--- config.mk ---
export PLATFORM = sky130hd
export DESIGN_NAME = delimited_text_tokenizer_flat
export DESIGN_NICKNAME = d
export VERILOG_FILES = /design/src/rtl/core/dtt_pkg.sv /design/src/rtl/core/dtt_if.sv /design/src/rtl/core/dtt_decode.sv /design/src/rtl/core/dtt_tok_fifo.sv /design/src/rtl/core/delimited_text_tokenizer.sv /design/src/flat_wrapper.sv
export SDC_FILE = /design/constraint.sdc
export NUM_CORES = 1
export LEC_CHECK = 0
export BUFFER_PORTS_ARGS = -buffer_cell sky130_fd_sc_hd__clkbuf_2
export CORE_MARGIN = 1
export CORE_UTILIZATION = 30
export CTS_CLUSTER_DIAMETER = 50
export DETAILED_ROUTE_END_ITERATION = 10
export PLACE_DENSITY_LB_ADDON = 0.1
export SLEW_MARGIN = 20
export SYNTH_ARGS = -nofsm -noshare
export SYNTH_HDL_FRONTEND = slang
export SYNTH_SLANG_ARGS = --single-unit
--- constraint.sdc ---
create_clock -name clk -period 5.35 [get_ports clk]
set_clock_uncertainty 0.2 [all_clocks]
set_input_delay 0.535 -clock clk [delete_from_list [all_inputs] [get_ports clk]]
set_output_delay 0.535 -clock clk [all_outputs]
set_load 0.005 [all_outputs]
--- src/rtl/core/dtt_pkg.sv ---
// shared types and constants for the delimited text tokenizer
// no dependencies; the other files in rtl/core, apart from dtt_if.sv, refer to this package by scoped names
package dtt_pkg;

    localparam logic [7:0] CH_QUOTE      = 8'h22;
    localparam logic [7:0] CH_CR         = 8'h0D;
    localparam logic [7:0] CH_LF         = 8'h0A;
    localparam logic [7:0] DELIM_RESET   = 8'd44;

    localparam logic [1:0] KIND_DATA     = 2'd0;
    localparam logic [1:0] KIND_CELL_END = 2'd1;
    localparam logic [1:0] KIND_REC_END  = 2'd2;
    localparam logic [1:0] KIND_QUOTE_ERR = 2'd3;

    // token queue depth; an item is taken only while at least half of it is free
    localparam int unsigned QDEPTH = 8;
    localparam int unsigned QPTR_W = $clog2(QDEPTH);
    localparam int unsigned QCNT_W = $clog2(QDEPTH + 1);
    localparam logic [QCNT_W-1:0] QACCEPT_MAX = QCNT_W'(QDEPTH / 2);

    typedef struct packed {
        logic quoting_active;
        logic close_quote_pending;
        logic at_cell_begin;
        logic carriage_return_seen;
        logic cell_has_bytes;
        logic record_has_cells;
    } state_t;

    localparam state_t STATE_RESET = '{
        quoting_active:       1'b0,
        close_quote_pending:  1'b0,
        at_cell_begin:        1'b1,
        carriage_return_seen: 1'b0,
        cell_has_bytes:       1'b0,
        record_has_cells:     1'b0
    };

    typedef struct packed {
        logic [7:0] cell_byte;
        logic [1:0] token_kind;
        logic       run_last;
    } token_t;

    // result of one byte: new state and up to two tokens, in order
    typedef struct packed {
        state_t      st;
        logic [1:0]  tok_cnt;
        token_t      tok0;
        token_t      tok1;
    } step_t;

endpackage

--- src/rtl/core/dtt_if.sv ---
// valid/ready channel interfaces for the tokenizer input bytes and output tokens
// depends on nothing; payload widths follow the field definitions
interface dtt_text_if;
    logic       valid;
    logic       ready;
    logic [7:0] text_byte;
    logic       final_byte;

    modport source (output valid, output text_byte, output final_byte, input ready);
    modport sink   (input valid, input text_byte, input final_byte, output ready);
endinterface

interface dtt_token_if;
    logic       valid;
    logic       ready;
    logic [7:0] cell_byte;
    logic [1:0] token_kind;
    logic       run_last;

    modport source (output valid, output cell_byte, output token_kind, output run_last,
                    input ready);
    modport sink   (input valid, input cell_byte, input token_kind, input run_last,
                    output ready);
endinterface

--- src/rtl/core/dtt_decode.sv ---
// per-byte decision logic: quoting, delimiter and record-end rules, end-of-text flush
// depends on dtt_pkg
module dtt_decode
(
    input  dtt_pkg::state_t st,
    input  logic [7:0]      text_byte,
    input  logic            final_byte,
    input  logic [7:0]      delimiter_char,
    output dtt_pkg::step_t  step
);

    always_comb
    begin
        dtt_pkg::state_t s;
        logic            consumed;
        logic            main_vld;
        dtt_pkg::token_t main_tok;
        logic            fin_vld;
        dtt_pkg::token_t fin_tok;

        s        = st;
        consumed = 1'b0;
        main_vld = 1'b0;
        main_tok = '0;
        fin_vld  = 1'b0;
        fin_tok  = '0;

        // lf right after a record-ending cr is swallowed
        if (s.carriage_return_seen)
        begin
            s.carriage_return_seen = 1'b0;
            if (text_byte == dtt_pkg::CH_LF)
                consumed = 1'b1;
        end

        if (!consumed && s.close_quote_pending)
        begin
            s.close_quote_pending = 1'b0;
            if (text_byte == dtt_pkg::CH_QUOTE)
            begin
                main_vld            = 1'b1;
                main_tok.cell_byte  = dtt_pkg::CH_QUOTE;
                main_tok.token_kind = dtt_pkg::KIND_DATA;
                s.cell_has_bytes    = 1'b1;
                consumed            = 1'b1;
            end
            else
                s.quoting_active = 1'b0;
        end

        if (!consumed)
        begin
            if (s.quoting_active)
            begin
                if (text_byte == dtt_pkg::CH_QUOTE)
                    s.close_quote_pending = 1'b1;
                else
                begin
                    main_vld            = 1'b1;
                    main_tok.cell_byte  = text_byte;
                    main_tok.token_kind = dtt_pkg::KIND_DATA;
                    s.cell_has_bytes    = 1'b1;
                end
            end
            else if (s.at_cell_begin && text_byte == dtt_pkg::CH_QUOTE)
            begin
                s.quoting_active = 1'b1;
                s.at_cell_begin  = 1'b0;
            end
            else if (text_byte == delimiter_char)
            begin
                main_vld            = 1'b1;
                main_tok.token_kind = dtt_pkg::KIND_CELL_END;
                s.at_cell_begin     = 1'b1;
                s.cell_has_bytes    = 1'b0;
                s.record_has_cells  = 1'b1;
            end
            else if (text_byte == dtt_pkg::CH_CR || text_byte == dtt_pkg::CH_LF)
            begin
                main_vld               = 1'b1;
                main_tok.token_kind    = dtt_pkg::KIND_REC_END;
                s.at_cell_begin        = 1'b1;
                s.cell_has_bytes       = 1'b0;
                s.record_has_cells     = 1'b0;
                s.carriage_return_seen = (text_byte == dtt_pkg::CH_CR);
            end
            else
            begin
                main_vld            = 1'b1;
                main_tok.cell_byte  = text_byte;
                main_tok.token_kind = dtt_pkg::KIND_DATA;
                s.cell_has_bytes    = 1'b1;
                s.at_cell_begin     = 1'b0;
            end
        end

        // end of text: a pending close quote closes, then error or flush
        if (final_byte)
        begin
            if (s.close_quote_pending)
            begin
                s.close_quote_pending = 1'b0;
                s.quoting_active      = 1'b0;
            end
            if (s.quoting_active)
            begin
                fin_vld            = 1'b1;
                fin_tok.token_kind = dtt_pkg::KIND_QUOTE_ERR;
            end
            else if (s.cell_has_bytes || s.record_has_cells)
            begin
                fin_vld            = 1'b1;
                fin_tok.token_kind = dtt_pkg::KIND_REC_END;
            end
            s = dtt_pkg::STATE_RESET;
        end

        fin_tok.run_last  = 1'b1;
        main_tok.run_last = !fin_vld;

        step.st      = s;
        step.tok_cnt = {1'b0, main_vld} + {1'b0, fin_vld};
        step.tok0    = main_vld ? main_tok : fin_tok;
        step.tok1    = fin_tok;
    end

endmodule

--- src/rtl/core/dtt_tok_fifo.sv ---
// token queue: takes zero, one or two tokens a cycle, hands out one a cycle while tokens.ready is high
// depends on dtt_pkg and dtt_token_if
module dtt_tok_fifo
(
    input  logic                          clk,
    input  logic                          rst_n,
    input  logic [1:0]                    push_cnt,
    input  dtt_pkg::token_t               push_tok0,
    input  dtt_pkg::token_t               push_tok1,
    output logic [dtt_pkg::QCNT_W-1:0]    count,
    dtt_token_if.source                   tokens
);

    dtt_pkg::token_t                 mem [dtt_pkg::QDEPTH];
    logic [dtt_pkg::QPTR_W-1:0]      wr_ptr_reg, wr_ptr_next;
    logic [dtt_pkg::QPTR_W-1:0]      rd_ptr_reg, rd_ptr_next;
    logic [dtt_pkg::QCNT_W-1:0]      count_reg, count_next;
    logic                            pop;
    logic [dtt_pkg::QPTR_W-1:0]      wr_ptr_p1;

    assign pop       = tokens.valid && tokens.ready;
    assign wr_ptr_p1 = wr_ptr_reg + dtt_pkg::QPTR_W'(1);

    always_comb
    begin
        wr_ptr_next = wr_ptr_reg + dtt_pkg::QPTR_W'(push_cnt);
        rd_ptr_next = rd_ptr_reg + dtt_pkg::QPTR_W'(pop);
        count_next  = count_reg + dtt_pkg::QCNT_W'(push_cnt) - dtt_pkg::QCNT_W'(pop);
    end

    always_ff @(posedge clk or negedge rst_n)
    begin
        if (!rst_n)
        begin
            wr_ptr_reg <= '0;
            rd_ptr_reg <= '0;
            count_reg  <= '0;
        end
        else
        begin
            wr_ptr_reg <= wr_ptr_next;
            rd_ptr_reg <= rd_ptr_next;
            count_reg  <= count_next;
        end
    end

    always_ff @(posedge clk)
    begin
        if (push_cnt != 2'd0)
            mem[wr_ptr_reg] <= push_tok0;
        if (push_cnt == 2'd2)
            mem[wr_ptr_p1] <= push_tok1;
    end

    assign count             = count_reg;
    assign tokens.valid      = (count_reg != '0);
    assign tokens.cell_byte  = mem[rd_ptr_reg].cell_byte;
    assign tokens.token_kind = mem[rd_ptr_reg].token_kind;
    assign tokens.run_last   = mem[rd_ptr_reg].run_last;

endmodule

--- src/rtl/core/delimited_text_tokenizer.sv ---
// top level of the delimited text tokenizer: input register, state, token queue
// depends on dtt_pkg, dtt_if.sv, dtt_decode and dtt_tok_fifo
//
//   channel   dir   payload                                    handshake
//   text      in    text_byte[7:0], final_byte                 valid/ready
//   tokens    out   cell_byte[7:0], token_kind[1:0], run_last  valid/ready
//   cfg       in    cfg_wdata[7:0] (delimiter)                 cfg_we, no ready
//
// one byte is taken per cycle while text.ready is high; it is decoded in
// the cycle after it is taken and its zero to two tokens enter the queue
// at the edge ending that cycle, the first one visible on tokens from that
// edge if the queue was empty. tokens leave one per cycle while
// tokens.ready is high. text.ready drops while the queue holds more than
// half its depth. reset empties the queue and sets the delimiter to comma.
module delimited_text_tokenizer
(
    input  logic        clk,
    input  logic        rst_n,
    input  logic        cfg_we,
    input  logic [7:0]  cfg_wdata,
    dtt_text_if.sink    text,
    dtt_token_if.source tokens
);

    logic                           in_vld_reg;
    logic [7:0]                     in_byte_reg;
    logic                           in_fin_reg;
    dtt_pkg::state_t                st_reg, st_next;
    logic [7:0]                     delim_reg;
    dtt_pkg::step_t                 step;
    logic [dtt_pkg::QCNT_W-1:0]     q_count;
    logic                           accept;
    logic [1:0]                     push_cnt;

    assign text.ready = (q_count <= dtt_pkg::QACCEPT_MAX);
    assign accept     = text.valid && text.ready;

    always_ff @(posedge clk or negedge rst_n)
    begin
        if (!rst_n)
        begin
            in_vld_reg <= 1'b0;
            st_reg     <= dtt_pkg::STATE_RESET;
            delim_reg  <= dtt_pkg::DELIM_RESET;
        end
        else
        begin
            in_vld_reg <= accept;
            st_reg     <= st_next;
            if (cfg_we)
                delim_reg <= cfg_wdata;
        end
    end

    always_ff @(posedge clk)
    begin
        if (accept)
        begin
            in_byte_reg <= text.text_byte;
            in_fin_reg  <= text.final_byte;
        end
    end

    dtt_decode u_decode
    (
        .st             (st_reg),
        .text_byte      (in_byte_reg),
        .final_byte     (in_fin_reg),
        .delimiter_char (delim_reg),
        .step           (step)
    );

    assign st_next  = in_vld_reg ? step.st : st_reg;
    assign push_cnt = in_vld_reg ? step.tok_cnt : 2'd0;

    dtt_tok_fifo u_fifo
    (
        .clk       (clk),
        .rst_n     (rst_n),
        .push_cnt  (push_cnt),
        .push_tok0 (step.tok0),
        .push_tok1 (step.tok1),
        .count     (q_count),
        .tokens    (tokens)
    );

    // queue must never overflow given the acceptance threshold
    a_queue_bound: assert property (@(posedge clk) disable iff (!rst_n)
        q_count <= dtt_pkg::QCNT_W'(dtt_pkg::QDEPTH))
        else $error("token queue overflow");

    // a final byte leaves the parser state at its reset value
    a_final_clears: assert property (@(posedge clk) disable iff (!rst_n)
        (in_vld_reg && in_fin_reg) |=> (st_reg == dtt_pkg::STATE_RESET))
        else $error("state not cleared after final byte");

    // marker tokens carry a zero byte
    a_marker_zero: assert property (@(posedge clk) disable iff (!rst_n)
        (tokens.valid && tokens.token_kind != dtt_pkg::KIND_DATA)
        |-> (tokens.cell_byte == 8'd0))
        else $error("marker token with nonzero byte");

    // a byte decoded into two tokens always ends with the last-of-run flag
    a_two_last: assert property (@(posedge clk) disable iff (!rst_n)
        (in_vld_reg && step.tok_cnt == 2'd2) |-> (step.tok1.run_last && !step.tok0.run_last))
        else $error("run_last misplaced");

endmodule
--- src/flat_wrapper.sv ---
// flat-port wrapper written by rule: the top's interface ports become plain ports
module delimited_text_tokenizer_flat 
  (clk, rst_n, cfg_we, cfg_wdata, text_valid, text_text_byte, text_final_byte, text_ready, tokens_valid, tokens_cell_byte, tokens_token_kind, tokens_run_last, tokens_ready);
  dtt_text_if text_i ();
  dtt_token_if tokens_i ();
  input  logic clk;
  input  logic rst_n;
  input  logic cfg_we;
  input  logic [7:0] cfg_wdata;
  input wire logic [$bits(text_i.valid)-1:0] text_valid;
  input wire logic [$bits(text_i.text_byte)-1:0] text_text_byte;
  input wire logic [$bits(text_i.final_byte)-1:0] text_final_byte;
  output wire logic [$bits(text_i.ready)-1:0] text_ready;
  output wire logic [$bits(tokens_i.valid)-1:0] tokens_valid;
  output wire logic [$bits(tokens_i.cell_byte)-1:0] tokens_cell_byte;
  output wire logic [$bits(tokens_i.token_kind)-1:0] tokens_token_kind;
  output wire logic [$bits(tokens_i.run_last)-1:0] tokens_run_last;
  input wire logic [$bits(tokens_i.ready)-1:0] tokens_ready;
  assign text_i.valid = text_valid;
  assign text_i.text_byte = text_text_byte;
  assign text_i.final_byte = text_final_byte;
  assign text_ready = text_i.ready;
  assign tokens_valid = tokens_i.valid;
  assign tokens_cell_byte = tokens_i.cell_byte;
  assign tokens_token_kind = tokens_i.token_kind;
  assign tokens_run_last = tokens_i.run_last;
  assign tokens_i.ready = tokens_ready;
  delimited_text_tokenizer u_core (.clk(clk), .rst_n(rst_n), .cfg_we(cfg_we), .cfg_wdata(cfg_wdata), .text(text_i), .tokens(tokens_i));
endmodule
# Word-level counts from Yosys, hierarchy flattened
# Memory sizes are Yosys's and may differ from the RTL's.
# Cells that the tools add are included.
[classes]
n_eq_ne = 7
n_reduce_logical = 11
add_sub_neg = 6
muxes = 57
order_cmp = 1
[op_table]
columns = ["cell", "n"]
rows = [
  ["$mux W10", 4],
  ["$mux W1", 34],
  ["$mux W8", 4],
  ["$mux W2", 11],
  ["$eq A8 B4 Y1 const B", 2],
  ["$mux W6", 2],
  ["$mux W11", 1],
  ["$eq A8 B6 Y1 const B", 1],
  ["$eq A8 B8 Y1", 1],
  ["$add A4 B2 Y4", 1],
  ["$le A4 B3 Y1 const B", 1],
  ["$logic_and A1 B1 Y1", 4],
  ["$ne A2 B1 Y1 const B", 2],
  ["$reduce_bool A4 Y1", 1],
  ["$sub A4 B1 Y4", 1],
  ["$add A3 B1 Y3", 1],
  ["$add A3 B1 Y3 const B", 1],
  ["$add A3 B2 Y3", 1],
  ["$mux W3", 1],
  ["$reduce_and A3 Y1", 1],
  ["$add A1 B1 Y2", 1],
  ["$eq A2 B2 Y1 const B", 1],
  ["$logic_not A1 Y1", 2],
  ["$logic_or A1 B1 Y1", 2],
  ["$reduce_bool A2 Y1", 1],
]
[word_totals]
in_bits = 22
out_inout_bits = 13
wordCells = 96
ff_bits = 34
ramBits = 88
memories = 1
[memory_table]
columns = ["memory", "depth", "width", "rd", "rd_ports_with_merged_regs", "write_ports", "line_no", "rtl"]
rows = [
  ["u_core.u_fifo.mem", 8, 11, 1, 0, 2, "dtt_tok_fifo.sv:14", "dtt_pkg::token_t mem [dtt_pkg::QDEPTH];"],
]

# Logic depth before layout (Yosys ltp)
[depth]
ltp_word = 18
mapped_depth = 20

# Modules after synthesis
# Synthesis repeated with hierarchy kept, for this count alone.
[hier_totals]
cells_unflattened = 450
area_unflattened_um2 = 6815.3
[modules_own_cells]
columns = ["module", "n_inst", "cells_each", "area_each_um2", "seq_area_each_um2"]
rows = [
  ["dtt_tok_fifo", 1, 294, 5104.9, 2892.8],
  ["delimited_text_tokenizer", 1, 45, 914.6, 650.6],
  ["dtt_decode", 1, 111, 795.8, 0.0],
]

# Least setup slack after synthesis
# Ideal clock, no wire load.
[synth_timing]
path_kind = "reg2reg"
startpoint = "register u_core.in_byte_reg[4]"
endpoint = "memory u_core.u_fifo.mem[4][1] in the netlist's numbering (enable)"
required_time_ns = 4.851
setup_slack_ns = 1.463
setup_time_ns = 0.299
t_arrival_ns = 3.388
path_stages_with_launch = 17
path_cell_list = "edfxtp_1 -> or3_1 -> or4_4 -> o211ai_2 -> a211oi_4 -> o221ai_2 -> nand2_4 -> inv_1 -> ha_1 -> clkbuf_1 -> nand2_1 -> nor2_1 -> nand2_1 -> or3_1 -> and2_1 -> clkbuf_1 -> inv_1"
[synth_rtl]
columns = ["item", "line_no", "rtl"]
rows = [
  ["from (decl)", "delimited_text_tokenizer.sv:26", "logic [7:0] in_byte_reg;"],
  ["from (signal assigned)", "delimited_text_tokenizer.sv:59", "in_byte_reg <= text.text_byte;"],
  ["to (decl)", "dtt_tok_fifo.sv:14", ""],
]

==> run_results.csv <==
group,metric,value,unit
run_status,status,"finished, final reports clean",
worst_setup_path,cp-start-kind,"flip-flop",
power,p_per_area,593,nW/um^2
job,cap_viol_max_count,0,
cells_and_area,nNetsFinal,608,
power,leakagePower,2.67,nW
cells_and_area,utilization,36.0,%
global_routing,grt_max_degree,26,
clocking,clk_pin_slew,0.06,ns
die,die_area,19700,sq um
sta,setup_viol,0,
yosys,avgSynthCellArea,10.5,sq um
sta,slew_violations,0,
drt,wl_met1,7.22,mm
clocking,hold_buffers,1,
drt,routed.top_layer,"met4",
global_routing,grt_pass1_wl,24.7,mm
yosys,yosys_register_bits,122,
cells_and_area,largest_reg_flops,88,
power,ir_drop,0.252,mV
clocking,htreeDepth,4,
worst_setup_path,slowest_delay,0.53,ns
yosys,synthArstFlopShare,20.5,%
global_routing,grtUsageTotal,17.0,%
yosys,yosys.cell_types.count,61,
worst_hold_path,hold_path_class,"in -> reg",
yosys,ys_warn_count,0,
worst_setup_path,path_common_cell,"inv_1",
global_routing,grt_pass1_vias,4344,
global_routing,grt_overflow,0,
place,post-place-ws,0.551,ns
sta,rsz0062_at_grt,"no",
sta,max_freq,206,MHz
die,core_area,18700,sq um
worst_setup_path,reg2reg_from,"u_core.in_byte_reg[3]",
drt,drc,0,
sta,worst_slew_pin_slew,0.954,ns
yosys,synth_nets,583,
sta,period_minus_slack,4.86,ns
yosys,syn_area,5740,sq um
yosys,synth_flop_cell,"dfxtp_1",
cells_and_area,antenna_cells,0,
yosys,synth_edf_count,25,
drt,vias_per_cell,5.20,
worst_setup_path,cp.required,5.26,ns
drt,detailroute.via_count,4261,
drt,routed_wl,15.5,mm
drt,wl_per_cell,19.0,um
worst_setup_path,path_max_fanout,11,
sta,hold_viol,0,
cells_and_area,drive_gt1_share,22.6,%
worst_setup_path,worstRegToRegCells,13,
worst_setup_path,crit_chain,"nand2b_1 -> o21ai_1 -> a211o_1 -> a211oi_4 -> o221ai_2 -> nand2_4 -> inv_1 -> ha_1 -> o21ai_0 -> nor2b_1 -> nand3_1 -> and2_1 -> inv_1",
sta,maxSlewHeadroom,36.1,%
yosys,post-synth-top-area-cell,"dfxtp_1",
yosys,synth-seq-area-share,49.2,%
clocking,cts_tree,"done",
global_routing,antenna_found_initial,0,
worst_hold_path,min_path_cells,1,
yosys,yosysMostFrequentCell,"o21ai_0",
place,io_buffer_count,34,
drt,drt.antenna.violating_nets,0,
worst_setup_path,cp-end-kind,"flip-flop",
die,initial_core_util,30.7,%
die,die_h,140,um
drt,dr_wl_met3,608,um
die,fp-row-count,50,
clocking,cts_buffer_depth,2,
clocking,cts_buffers,17,
place,gp_congestion,0.856,
worst_setup_path,slowest_stage,"nand3_1",
yosys,synth_area_leaders,"dfxtp_1 25%, edfxtp_1 13%, dfrtp_1 9.2%",
cells_and_area,syn_to_final_growth,17.4,%
yosys,synthCells,547,
clocking,clock_sinks,122,
clocking,cts_root_buf,"clkbuf_16",
place,hpwl,10.9,mm
worst_setup_path,critPathKind,"reg -> reg",
yosys,synth_top_area_share,25.1,%
worst_hold_path,min-delay-start,"text_text_byte[7]",
worst_setup_path,r2r_setup_slack,0.49,ns
worst_setup_path,r2r_end,"u_core.u_fifo.mem[7][1]",
worst_hold_path,min_to,"u_core.in_byte_reg[7]",
drt,first_iter_violations,367,
power,finalPower,0.00400,W
sta,fin_hold_ws,0.0924,ns
drt,routed-wl-met2,7.50,mm
drt,drt-pass1-iter-count,5,
die,die_w,140,um
clocking,postCtsSetupRepairBufs,0,
sta,period_share,90.8,%
worst_setup_path,worst_ep_arrival_time,4.77,ns
sta,timing.final.ws_setup,0.493,ns
die,pin_count,35,
clocking,clk_latency,0.41,ns
sta,tns,0,ns
yosys,synth_common_cells,"75 x o21ai_0, 72 x dfxtp_1, 69 x nand2_1, 44 x nand3_1, 26 x clkbuf_1",
clocking,cts_resized,0,
report_power, final:
group / internal, W / switching, W
sequential: 0.00128 / 0.000224
clock: 0.000774 / 0.000430
combinational: 0.000593 / 0.000694
cells by family after synthesis:
group	synth area share [%]
fa+ha+maj	3.31
simple gates	14.4
mux	12.5
buf+inv	3.70
flops	49.2
xor+xnor	2.13
compound gates	14.8
metrics by stage:
stage          instances  cell area (sq um)
4_1_cts              819               6740
2_1_floorplan        547               5740
3_3_place_gp         786               6100
6_report             819               6740
5_1_grt              819               6740
3_5_place_dp         786               6100
worst max path at each step:
stage | start | endpoint | cells past startpoint | slack, ns
after global placement | u_core.in_byte_reg[3] | u_core.u_fifo.mem[7][2] | 13 | 0.55
after floorplan | u_core.in_byte_reg[4] | u_core.u_fifo.mem[4][1] | 16 | 1.46
after global routing | u_core.in_byte_reg[3] | u_core.u_fifo.mem[7][2] | 13 | 0.27
after CTS | u_core.in_byte_reg[3] | u_core.u_fifo.mem[7][1] | 13 | 0.53
after detailed placement | u_core.in_byte_reg[4] | u_core.u_fifo.mem[7][2] | 13 | 0.55
final | u_core.in_byte_reg[3] | u_core.u_fifo.mem[7][1] | 13 | 0.49
final cells by class:
class,instances,area [sq um]
Fill cell,1865,12000
Sequential cell,122,2820
Multi-Input combinational cell,371,2710
Clock buffer,25,559
Tap cell,234,293
Timing Repair Buffer,39,210
Inverter,21,78.8
Clock inverter,7,70.1
critical path: cells and delay by family (launching register included):
family                   cells  cell delay [ns]
flip-flops                   1             0.49
AO/OA/AOI/OAI                5             1.20
buffers and inverters        2             0.27
AND/OR/NAND/NOR              5             2.04
adder cells (fa/ha/maj)      1             0.34
per-layer routing:
layer	global-route usage, %	vias to the layer above
met5	0	-
li1	-	2048
met3	3.45	13
met2	27.9	93
met1	21.9	2107
met4	6.36	0
layout by cell type, fill, tap and decap left out, types with 3 or more instances in the layout:
| cell | instances |
|---|---|
| buf_4 | 4 |
| or3_1 | 4 |
| dfstp_2 | 4 |
| mux2_2 | 19 |
| clkbuf_2 | 34 |
| o221ai_1 | 7 |
| xor2_1 | 4 |
| nand2_1 | 69 |
| xnor2_1 | 10 |
| dfrtp_1 | 21 |
| inv_1 | 21 |
| nand4_1 | 3 |
| clkbuf_16 | 20 |
| clkbuf_8 | 4 |
| nor2b_1 | 5 |
| a31oi_1 | 6 |
| dfxtp_1 | 72 |
| o22ai_1 | 10 |
| mux4_2 | 22 |
| and2_1 | 7 |
| nand3_1 | 44 |
| ha_1 | 12 |
| o21ai_0 | 75 |
| edfxtp_1 | 25 |
| nor3_1 | 6 |
| nor2_1 | 16 |
| a21oi_1 | 10 |
Power figures use the tool's default switching activity.
